<file path="config.mk">
export PLATFORM = sky130hd
export DESIGN_NAME = char_lcd_nibble_sequencer_unit
export DESIGN_NICKNAME = d
export VERILOG_FILES = /design/src/rtl/lcdns_pkg.sv /design/src/rtl/lcdns_cfg_regs.sv /design/src/rtl/char_lcd_nibble_sequencer_unit.sv
export SDC_FILE = /design/constraint.sdc
export NUM_CORES = 1
export LEC_CHECK = 0
export ABC_AREA = 1
export BUFFER_PORTS_ARGS = -buffer_cell sky130_fd_sc_hd__buf_2
export CAP_MARGIN = 15
export CORE_ASPECT_RATIO = 1.2
export CORE_MARGIN = 5
export CORE_UTILIZATION = 45
export CTS_CLUSTER_DIAMETER = 80
export DETAILED_ROUTE_END_ITERATION = 16
export SLEW_MARGIN = 20
export SYNTH_ARGS = -nofsm -noshare
export SYNTH_HDL_FRONTEND = slang
export SYNTH_HIERARCHICAL = 1
export SYNTH_SLANG_ARGS = --single-unit
</file>
<file path="constraint.sdc">
create_clock -name clk -period 5 [get_ports clk]
set_input_delay 0.25 -clock clk [delete_from_list [all_inputs] [get_ports clk]]
set_output_delay 0.25 -clock clk [all_outputs]
set_load 0.005 [all_outputs]
</file>
<file path="src/rtl/lcdns_pkg.sv">
// ---------------------------------------------------------------------------
// lcdns_pkg: character LCD nibble sequencer package
// Beat types, register file layout, action codes and the microcode ROM.
// ---------------------------------------------------------------------------
`timescale 1ns / 1ps
`default_nettype none

package lcdns_pkg;

    // Display geometry
    localparam int LINE_LENGTH = 40;

    // Number display clamp
    localparam logic [13:0] NUM_MAX = 14'd9999;

    // Action codes
    localparam logic [2:0] ACT_INIT    = 3'd0;
    localparam logic [2:0] ACT_COMMAND = 3'd1;
    localparam logic [2:0] ACT_DATA    = 3'd2;
    localparam logic [2:0] ACT_GOTO    = 3'd3;
    localparam logic [2:0] ACT_NUMBER  = 3'd4;

    // Register indexes
    localparam logic [2:0] CFG_ENABLE_WAIT     = 3'd0;
    localparam logic [2:0] CFG_COMMAND_WAIT    = 3'd1;
    localparam logic [2:0] CFG_POWERUP_WAIT    = 3'd2;
    localparam logic [2:0] CFG_INIT_GAP_WAIT   = 3'd3;
    localparam logic [2:0] CFG_FUNCTION_SET    = 3'd4;
    localparam logic [2:0] CFG_DISPLAY_CONTROL = 3'd5;
    localparam logic [2:0] CFG_ENTRY_MODE      = 3'd6;

    // Fixed command bytes
    localparam logic [7:0] CMD_CLEAR = 8'h01;
    localparam logic [7:0] CMD_HOME  = 8'h80;

    // Digit position of the ones digit
    localparam logic [1:0] DIGIT_LAST = 2'd3;

    typedef struct packed {
        logic [2:0]  action;
        logic [7:0]  byte_value;
        logic [5:0]  column;
        logic        row;
        logic [13:0] number;
    } in_t;

    typedef struct packed {
        logic       reg_select;
        logic [3:0] nibble;
        logic       enable;
        logic [7:0] wait_units;
        logic       last;
    } out_t;

    typedef struct packed {
        logic [7:0] enable_wait;
        logic [7:0] command_wait;
        logic [7:0] powerup_wait;
        logic [7:0] init_gap_wait;
        logic [7:0] function_set;
        logic [7:0] display_control;
        logic [7:0] entry_mode;
    } cfg_t;

    typedef enum logic {
        SEQ_IDLE,
        SEQ_RUN
    } seq_state_t;

    // Microcode fields
    typedef enum logic [1:0] {
        NIB_CONST,
        NIB_HI,
        NIB_LO
    } nib_sel_t;

    typedef enum logic [2:0] {
        BYTE_IN,
        BYTE_FSET,
        BYTE_DCTL,
        BYTE_CLEAR,
        BYTE_EMODE,
        BYTE_HOME,
        BYTE_GOTO,
        BYTE_DIGIT
    } byte_sel_t;

    typedef enum logic [2:0] {
        WAIT_ZERO,
        WAIT_EN,
        WAIT_CMD,
        WAIT_PWR,
        WAIT_GAP
    } wait_sel_t;

    typedef enum logic [1:0] {
        OP_NEXT,
        OP_END,
        OP_LOOP
    } seq_op_t;

    // Program layout
    localparam int UCODE_DEPTH = 46;
    localparam int PC_W        = $clog2(UCODE_DEPTH);
    typedef logic [PC_W-1:0] pc_t;

    localparam pc_t PC_INIT      = pc_t'(0);
    localparam pc_t PC_INIT_CMDS = pc_t'(9);
    localparam pc_t PC_CMD       = pc_t'(29);
    localparam pc_t PC_DATA      = pc_t'(33);
    localparam pc_t PC_GOTO      = pc_t'(37);
    localparam pc_t PC_NUM       = pc_t'(41);
    localparam pc_t PC_NUM_BYTE  = pc_t'(42);

    typedef struct packed {
        logic      emit;
        logic      rs;
        nib_sel_t  nsel;
        logic [3:0] nconst;
        byte_sel_t bsel;
        logic      en;
        wait_sel_t wsel;
        logic      ld_digit;
        seq_op_t   op;
        pc_t       target;
    } ucode_t;

    typedef struct packed {
        logic [3:0]  digit;
        logic [13:0] rem;
    } digit_res_t;

    // One wake-up phase of init
    function automatic ucode_t init_word(logic [3:0] nib, logic en, wait_sel_t wsel);
        ucode_t w;
        w.emit     = 1'b1;
        w.rs       = 1'b0;
        w.nsel     = NIB_CONST;
        w.nconst   = nib;
        w.bsel     = BYTE_IN;
        w.en       = en;
        w.wsel     = wsel;
        w.ld_digit = 1'b0;
        w.op       = OP_NEXT;
        w.target   = PC_INIT;
        return w;
    endfunction

    // One of the four phases of a byte transfer
    function automatic ucode_t byte_word(logic rs, byte_sel_t bsel, logic [1:0] ph,
                                         wait_sel_t tail, seq_op_t op);
        ucode_t w;
        w.emit     = 1'b1;
        w.rs       = rs;
        w.nsel     = ph[1] ? NIB_LO : NIB_HI;
        w.nconst   = 4'h0;
        w.bsel     = bsel;
        w.en       = ~ph[0];
        w.wsel     = ph[0] ? (ph[1] ? tail : WAIT_ZERO) : WAIT_EN;
        w.ld_digit = 1'b0;
        w.op       = op;
        w.target   = PC_NUM;
        return w;
    endfunction

    // Microcode ROM
    function automatic ucode_t ucode_rom(pc_t pc);
        ucode_t    w;
        pc_t       off;
        byte_sel_t bsel;
        off = '0;
        w   = '0;
        w.op = OP_END;
        if (pc < PC_INIT_CMDS) begin
            case (pc)
                pc_t'(0): w = init_word(4'h3, 1'b0, WAIT_PWR);
                pc_t'(1): w = init_word(4'h3, 1'b1, WAIT_ZERO);
                pc_t'(2): w = init_word(4'h3, 1'b0, WAIT_GAP);
                pc_t'(3): w = init_word(4'h3, 1'b1, WAIT_ZERO);
                pc_t'(4): w = init_word(4'h3, 1'b0, WAIT_GAP);
                pc_t'(5): w = init_word(4'h3, 1'b1, WAIT_ZERO);
                pc_t'(6): w = init_word(4'h3, 1'b0, WAIT_EN);
                pc_t'(7): w = init_word(4'h2, 1'b1, WAIT_ZERO);
                default:  w = init_word(4'h2, 1'b0, WAIT_ZERO);
            endcase
        end
        else if (pc < PC_CMD) begin
            // five set-up commands, four phases each
            off = pc - PC_INIT_CMDS;
            case (off[4:2])
                3'd0:    bsel = BYTE_FSET;
                3'd1:    bsel = BYTE_DCTL;
                3'd2:    bsel = BYTE_CLEAR;
                3'd3:    bsel = BYTE_EMODE;
                default: bsel = BYTE_HOME;
            endcase
            w = byte_word(1'b0, bsel, off[1:0], WAIT_CMD,
                          (pc == PC_CMD - pc_t'(1)) ? OP_END : OP_NEXT);
        end
        else if (pc < PC_NUM) begin
            // single byte programs: command, data, goto
            off = pc - PC_CMD;
            case (off[3:2])
                2'd0:    w = byte_word(1'b0, BYTE_IN, off[1:0], WAIT_ZERO, OP_NEXT);
                2'd1:    w = byte_word(1'b1, BYTE_IN, off[1:0], WAIT_ZERO, OP_NEXT);
                default: w = byte_word(1'b0, BYTE_GOTO, off[1:0], WAIT_ZERO, OP_NEXT);
            endcase
            if (off[1:0] == 2'd3) begin
                w.op = OP_END;
            end
        end
        else if (pc == PC_NUM) begin
            // split off the next decimal digit
            w          = '0;
            w.ld_digit = 1'b1;
            w.op       = OP_NEXT;
            w.target   = PC_NUM;
        end
        else if (pc < pc_t'(UCODE_DEPTH)) begin
            off = pc - PC_NUM_BYTE;
            w = byte_word(1'b1, BYTE_DIGIT, off[1:0], WAIT_ZERO,
                          (off[1:0] == 2'd3) ? OP_LOOP : OP_NEXT);
        end
        return w;
    endfunction

    // Program entry point of each action
    function automatic pc_t entry_pc(logic [2:0] action);
        pc_t pc;
        case (action)
            ACT_COMMAND: pc = PC_CMD;
            ACT_DATA:    pc = PC_DATA;
            ACT_GOTO:    pc = PC_GOTO;
            ACT_NUMBER:  pc = PC_NUM;
            default:     pc = PC_INIT;
        endcase
        return pc;
    endfunction

    // One decimal digit: compare against the multiples of the place value
    function automatic digit_res_t digit_step(logic [13:0] rem, logic [1:0] idx);
        logic [13:0] scale;
        logic [13:0] thr;
        digit_res_t  r;
        case (idx)
            2'd0:    scale = 14'd1000;
            2'd1:    scale = 14'd100;
            2'd2:    scale = 14'd10;
            default: scale = 14'd1;
        endcase
        r.digit = 4'd0;
        r.rem   = rem;
        for (int k = 1; k <= 9; k++) begin
            thr = 14'(k) * scale;
            if (rem >= thr) begin
                r.digit = 4'(k);
                r.rem   = rem - thr;
            end
        end
        return r;
    endfunction

endpackage

`default_nettype wire

</file>
<file path="src/rtl/lcdns_cfg_regs.sv">
// ---------------------------------------------------------------------------
// lcdns_cfg_regs: configuration register file
// Seven 8-bit registers written by index; writes beyond the list are dropped.
// ---------------------------------------------------------------------------
`timescale 1ns / 1ps
`default_nettype none

module lcdns_cfg_regs
    import lcdns_pkg::*;
(
    input  wire logic       clk,
    input  wire logic       rst_n,
    input  wire logic       wr_en,
    input  wire logic [2:0] wr_index,
    input  wire logic [7:0] wr_data,
    output cfg_t            cfg
);

    cfg_t cfg_reg;
    cfg_t cfg_next;

    // register write decode
    always_comb
    begin
        cfg_next = cfg_reg;
        if (wr_en)
        begin
            case (wr_index)
                CFG_ENABLE_WAIT:     cfg_next.enable_wait     = wr_data;
                CFG_COMMAND_WAIT:    cfg_next.command_wait    = wr_data;
                CFG_POWERUP_WAIT:    cfg_next.powerup_wait    = wr_data;
                CFG_INIT_GAP_WAIT:   cfg_next.init_gap_wait   = wr_data;
                CFG_FUNCTION_SET:    cfg_next.function_set    = wr_data;
                CFG_DISPLAY_CONTROL: cfg_next.display_control = wr_data;
                CFG_ENTRY_MODE:      cfg_next.entry_mode      = wr_data;
                default:             cfg_next = cfg_reg;
            endcase
        end
    end

    always_ff @(posedge clk or negedge rst_n)
    begin
        if (!rst_n)
        begin
            cfg_reg.enable_wait     <= 8'd2;
            cfg_reg.command_wait    <= 8'd250;
            cfg_reg.powerup_wait    <= 8'd40;
            cfg_reg.init_gap_wait   <= 8'd5;
            cfg_reg.function_set    <= 8'h28;
            cfg_reg.display_control <= 8'h0E;
            cfg_reg.entry_mode      <= 8'h06;
        end
        else
        begin
            cfg_reg <= cfg_next;
        end
    end

    assign cfg = cfg_reg;

endmodule

`default_nettype wire

</file>
<file path="src/rtl/char_lcd_nibble_sequencer_unit.sv">
// ---------------------------------------------------------------------------
// char_lcd_nibble_sequencer_unit: character LCD 4-bit bus sequencer
// Turns each action request into a list of bus phases, driven by a
// microcoded step counter over a read-only control program.
// ---------------------------------------------------------------------------
//   channel | direction | handshake             | beat
//   in      | input     | in_valid / in_ready   | in_t: one action request
//   out     | output    | out_valid / out_ready | out_t: one bus phase
//   cfg     | input     | cfg_valid / cfg_ready | register index + 8-bit data
//
// One control word per cycle; every word that emits a phase waits for a
// free output register. Init sends the wake-up phases and five set-up commands,
// command/data/goto one byte, number a digit split word and four phases per
// digit. Goto off the line and unknown actions finish in the cycle they are
// taken. A new request is taken once the last phase of the previous one has
// been loaded into the output register. Reset restores the register defaults.
// ---------------------------------------------------------------------------
`timescale 1ns / 1ps
`default_nettype none

module char_lcd_nibble_sequencer_unit
    import lcdns_pkg::*;
(
    input  wire logic       clk,
    input  wire logic       rst_n,
    input  wire logic       in_valid,
    output logic            in_ready,
    input  wire in_t        in_data,
    output logic            out_valid,
    input  wire logic       out_ready,
    output out_t            out_data,
    input  wire logic       cfg_valid,
    output logic            cfg_ready,
    input  wire logic [2:0] cfg_index,
    input  wire logic [7:0] cfg_data
);

    cfg_t       cfg;
    seq_state_t state_reg;
    seq_state_t state_next;
    pc_t        pc_reg;
    pc_t        pc_next;
    logic [1:0] idx_reg;
    logic [1:0] idx_next;
    logic [13:0] rem_reg;
    logic [13:0] rem_next;
    logic [3:0] digit_reg;
    logic [3:0] digit_next;
    in_t        item_reg;
    in_t        item_next;
    logic       out_valid_reg;
    logic       out_valid_next;
    out_t       out_data_reg;
    out_t       out_data_next;

    ucode_t     word;
    digit_res_t dres;
    logic       running;
    logic       accept;
    logic       start_ok;
    logic       out_free;
    logic       step;
    logic       end_now;
    logic [7:0] byte_mux;
    logic [3:0] nib_mux;
    logic [7:0] wait_mux;

    // register file
    assign cfg_ready = 1'b1;

    lcdns_cfg_regs u_cfg_regs (
        .clk      (clk),
        .rst_n    (rst_n),
        .wr_en    (cfg_valid),
        .wr_index (cfg_index),
        .wr_data  (cfg_data),
        .cfg      (cfg)
    );

    // control word and handshake
    assign word     = ucode_rom(pc_reg);
    assign accept   = in_valid && in_ready;
    assign out_free = !out_valid_reg || out_ready;
    assign step     = running && (!word.emit || out_free);
    assign end_now  = (word.op == OP_END) ||
                      ((word.op == OP_LOOP) && (idx_reg == DIGIT_LAST));

    // requests that produce at least one phase
    always_comb
    begin
        case (in_data.action)
            ACT_INIT,
            ACT_COMMAND,
            ACT_DATA,
            ACT_NUMBER: start_ok = accept;
            ACT_GOTO:   start_ok = accept &&
                                   ({1'b0, in_data.column} < 7'(LINE_LENGTH));
            default:    start_ok = 1'b0;
        endcase
    end

    // next state
    always_comb
    begin
        state_next = state_reg;
        case (state_reg)
            SEQ_IDLE:
            begin
                if (start_ok)
                begin
                    state_next = SEQ_RUN;
                end
            end
            SEQ_RUN:
            begin
                if (step && end_now)
                begin
                    state_next = SEQ_IDLE;
                end
            end
            default: state_next = SEQ_IDLE;
        endcase
    end

    // state outputs
    always_comb
    begin
        case (state_reg)
            SEQ_IDLE:
            begin
                in_ready = 1'b1;
                running  = 1'b0;
            end
            SEQ_RUN:
            begin
                in_ready = 1'b0;
                running  = 1'b1;
            end
            default:
            begin
                in_ready = 1'b0;
                running  = 1'b0;
            end
        endcase
    end

    // step counter and loop index
    always_comb
    begin
        pc_next  = pc_reg;
        idx_next = idx_reg;
        if (accept)
        begin
            pc_next  = entry_pc(in_data.action);
            idx_next = 2'd0;
        end
        else if (step)
        begin
            if ((word.op == OP_LOOP) && (idx_reg != DIGIT_LAST))
            begin
                pc_next = word.target;
            end
            else
            begin
                pc_next = pc_reg + pc_t'(1);
            end
            if (word.op == OP_LOOP)
            begin
                idx_next = idx_reg + 2'd1;
            end
        end
    end

    // item latch and digit split
    assign dres = digit_step(rem_reg, idx_reg);

    always_comb
    begin
        item_next  = item_reg;
        rem_next   = rem_reg;
        digit_next = digit_reg;
        if (accept)
        begin
            item_next = in_data;
            rem_next  = (in_data.number > NUM_MAX) ? NUM_MAX : in_data.number;
        end
        else if (step && word.ld_digit)
        begin
            rem_next   = dres.rem;
            digit_next = dres.digit;
        end
    end

    // byte source
    always_comb
    begin
        case (word.bsel)
            BYTE_IN:    byte_mux = item_reg.byte_value;
            BYTE_FSET:  byte_mux = cfg.function_set;
            BYTE_DCTL:  byte_mux = cfg.display_control;
            BYTE_CLEAR: byte_mux = CMD_CLEAR;
            BYTE_EMODE: byte_mux = cfg.entry_mode;
            BYTE_HOME:  byte_mux = CMD_HOME;
            BYTE_GOTO:  byte_mux = {1'b1, item_reg.row, item_reg.column};
            BYTE_DIGIT: byte_mux = {4'h3, digit_reg};
            default:    byte_mux = 8'h00;
        endcase
    end

    // nibble source
    always_comb
    begin
        case (word.nsel)
            NIB_CONST: nib_mux = word.nconst;
            NIB_HI:    nib_mux = byte_mux[7:4];
            NIB_LO:    nib_mux = byte_mux[3:0];
            default:   nib_mux = word.nconst;
        endcase
    end

    // wait source
    always_comb
    begin
        case (word.wsel)
            WAIT_ZERO: wait_mux = 8'd0;
            WAIT_EN:   wait_mux = cfg.enable_wait;
            WAIT_CMD:  wait_mux = cfg.command_wait;
            WAIT_PWR:  wait_mux = cfg.powerup_wait;
            WAIT_GAP:  wait_mux = cfg.init_gap_wait;
            default:   wait_mux = 8'd0;
        endcase
    end

    // output register
    always_comb
    begin
        out_valid_next = out_valid_reg;
        out_data_next  = out_data_reg;
        if (step && word.emit)
        begin
            out_valid_next            = 1'b1;
            out_data_next.reg_select  = word.rs;
            out_data_next.nibble      = nib_mux;
            out_data_next.enable      = word.en;
            out_data_next.wait_units  = wait_mux;
            out_data_next.last        = end_now;
        end
        else if (out_ready)
        begin
            out_valid_next = 1'b0;
        end
    end

    // control registers
    always_ff @(posedge clk or negedge rst_n)
    begin
        if (!rst_n)
        begin
            state_reg     <= SEQ_IDLE;
            pc_reg        <= PC_INIT;
            idx_reg       <= 2'd0;
            out_valid_reg <= 1'b0;
        end
        else
        begin
            state_reg     <= state_next;
            pc_reg        <= pc_next;
            idx_reg       <= idx_next;
            out_valid_reg <= out_valid_next;
        end
    end

    // payload registers
    always_ff @(posedge clk)
    begin
        item_reg     <= item_next;
        rem_reg      <= rem_next;
        digit_reg    <= digit_next;
        out_data_reg <= out_data_next;
    end

    assign out_valid = out_valid_reg;
    assign out_data  = out_data_reg;

endmodule

`default_nettype wire

</file>
==> key figures <==
Yosys
  – Sequential fraction of the synthesis area: 26.96%
  – Unique masters post-synth: 65
  – Ys Warns: 6
  – Synth async-reset ratio: 57.89%
  – Syn Inst Count: 1683
  – Mapped Area: 0.01156 mm^2
  – Synthesis-stage register bit count: 114
  – Net Count, Synth: 1822
  – Primary flip-flop cell chosen by synthesis mapping: edfxtp_1
  – EDFF count, synth: 48
  – Syn_area_per_cell: 6.867 um^2

Hold path
  – Hold/Removal Path Class: in2reg
  – Worst Hold Path EP: item_reg[17]
  – Worst hold stages: 1
  – Hold path start: in_data[17]

Timing
  – Relative slew margins: 40.22%
  – Final hold violations: 0
  – Highest clock rate: 216.7 MHz
  – Actual slew at the worst max-slew pin: 896.6 ps
  – Fin crit share: 92.30%
  – RSZ-0062 raised after global routing: false
  – Count of final setup violators: 0
  – Post-route setup slack: 385.2 ps
  – Min cycle time layout: 4615 ps
  – Clock Skews: 13.02 ps
  – Worst hold slack: 16.79 ps
  – Max Slew Vio Count: 0
  – Setup TNS: 0 ps

Layout
  – Most common cell after layout, fill and taps aside: nand2_1
  – Ant diodes: 0
  – Fillers: 2600
  – Commonest non-fill, non-tap cells in the layout: nand2_1 (516), inv_1 (160), nand3_1 (123), a21oi_1 (119), nor2_1 (101)
  – Final net count: 1900
  – Post-layout util: 51.06%
  – Layout cells sized above 1: 13.36%
  – Largest register FFs: 56
  – Area Growth Syn to Fin: 12.15%
  – Area of the multi-input gates: 0.007545 mm^2
  – Register area: 0.003115 mm^2

CTS
  – Clock H-tree levels: 4
  – Root buffer cell: clkbuf_16
  – Clk_lat worst skew: 430 ps
  – CTS tree: yes
  – Clk buf depth: 2
  – Clk pin slew, worst setup/hold paths: 60 ps
  – Total CTS buffers: 17
  – Post-CTS setup buffers: 0
  – Clock sink count: 114

Drt
  – Routed wire length: 44020 um
  – Iteration-0 DRC count of the detailed router: 849
  – Wire per inst: 20.92 um
  – Vias/cell: 5.697
  – DR vias: 11987
  – Pre-antenna DRT Iters: 5
  – DRC viols: 0
  – ANT nets after route: 0

Run
  – Max Cap Viol: 0

Critical path
  – Most frequent CP cell: nand2_1
  – Crit-path max cell delay: 520 ps
  – Kind of critical path: reg2reg
  – Reg2reg end: rem_reg[6]
  – Crit-path cells: inv_1, ha_2, clkinvlp_4, xor2_2, fa_1, ha_1, a21o_1, a31oi_2, o21ai_2, a21boi_2, o21ai_1, nand2_1, inv_1, nor2_4, nand2_2, inv_2, nand2_1, nor3_1, nand2_1, nand2_2, clkinvlp_4
  – R2r startpoint: idx_reg[1]
  – CP max FO: 7
  – Crit path DAT: 4760 ps
  – CP required: 5150 ps
  – Reg2Reg Setup Slack: 390 ps
  – Worst path slowest cell: fa_1
  – Critical path launch point type: register
  – Worst reg-to-reg path cell count: 21
  – Critical path capture point type: register

Floorplanning
  – Die Span Y: 185.6 um
  – Total I/O pin count: 66
  – Die X: 156.3 um
  – Die area: 0.02900 mm^2
  – Row cnt: 64
  – Core outline area: 0.02538 mm^2
  – Initial Util: 45.53%

GRT
  – Antenna violations before repair: 0
  – Gr ovfl total: 0
  – First-pass GRT wire length: 66560 um
  – Largest net degree at the start of global routing: 55
  – GRT Resource Usage Total: 30.21%
  – Vias in the first global route: 11774

Placed design
  – Port buffer count: 64
  – DP HPWL: 35520 um
  – Final Wtd Congestion: 1.048
  – Pre-CTS setup slack: 472.9 ps

Outcome
  – Status: complete, no violations
==> cell usage after synthesis, types with 3 or more instances <==
library cell  number  share of area (%)
nand2_1          516                 17
inv_1            162                5.3
nand3_1          123                5.3
a21oi_1          119                5.2
nor2_1           101                3.3
o21ai_0           91                3.9
ha_1              84                9.1
xor2_1            59                4.5
dfrtp_1           48                 10
edfxtp_1          48                 12
nand4_1           33                1.8
inv_2             23               0.75
nor3_1            19               0.82
o21ai_1           19               0.82
xnor2_1           19                1.4
buf_2             18               0.78
dfstp_2           18                4.1
a31oi_1           15               0.81
nand2_2           13               0.70
nor2_2             9               0.49
clkbuf_1           8               0.26
nand3_2            8               0.69
nor2_4             8               0.78
o211ai_1           8               0.52
or2_2              8               0.43
fa_1               7                1.2
nand2_4            7               0.68
o22ai_1            7               0.38
o21a_1             6               0.39
o21ai_2            6               0.45
a21oi_2            5               0.38
buf_4              5               0.32
nor4_1             5               0.27
o221ai_1           5               0.38
buf_6              4               0.39
nor3_2             4               0.35
o21bai_1           4               0.26
o31ai_1            4               0.26
o2111ai_1          3               0.23
==> metal layers <==
layer,track usage [%],vias up,wire length (um)
li1,-,5780,-
met1,34.26,5566,16480
met2,51.84,484,21180
met3,4.419,157,2674
met4,21.46,0,3682
met5,0,-,0
==> worst max-delay path, delay by kind of cell (launching register included) <==
kind	cells	cell delay, ps
AND/OR/NAND/NOR	7	830
XOR/XNOR	1	230
adder cells (fa/ha/maj)	3	1280
AO/OA/AOI/OAI	5	770
flip-flops	1	430
buffers and inverters	5	780
==> repair_timing <==
item	CTS	global route
setup endpoints to repair	0	11
hold buffers	7	4
gates resized for setup	0	6
endpoints found under the hold margin	18	4
==> through the flow <==
step	std cells	area, um^2
2_1_floorplan	1683	11560
3_3_place_gp	2060	12230
3_5_place_dp	2060	12230
4_1_cts	2099	12890
5_1_grt	2104	12960
6_report	2104	12960
==> logic make-up after synthesis <==
family	synth area share, %
flip-flops	26.96
adder cells (fa/ha/maj)	10.31
AND/OR/NAND/NOR	33.39
AO/OA/AOI/OAI	15.51
XOR/XNOR	5.911
other	0.03245
buffers and inverters	7.892
==> cell type report <==
cell class              count  share of cell area [%]
multi-input cells        1346                   58.21
clock inverters             8                  0.5502
well taps                 330                   3.186
repair buffers             94                   4.421
clock buffers              24                   4.045
flip-flops and latches    114                   24.04
inverters                 187                   5.493
repair inverters            1                 0.05792
==> how the worst max path moves through the flow <==
stage | cells past startpoint | slack (ps) | from | to
CTS | 21 | 430 | idx_reg[1] | rem_reg[6]
finish | 21 | 390 | idx_reg[1] | rem_reg[6]
global route | 21 | 60 | idx_reg[1] | rem_reg[13]
global placement | 21 | 560 | idx_reg[1] | rem_reg[8]
detailed placement | 21 | 470 | idx_reg[1] | rem_reg[8]
floorplan | 25 | 770 | idx_reg[0] | rem_reg[4]
Power is not shown: default switching activity piles up to over one toggle a cycle in this logic, so the estimate is an artifact.
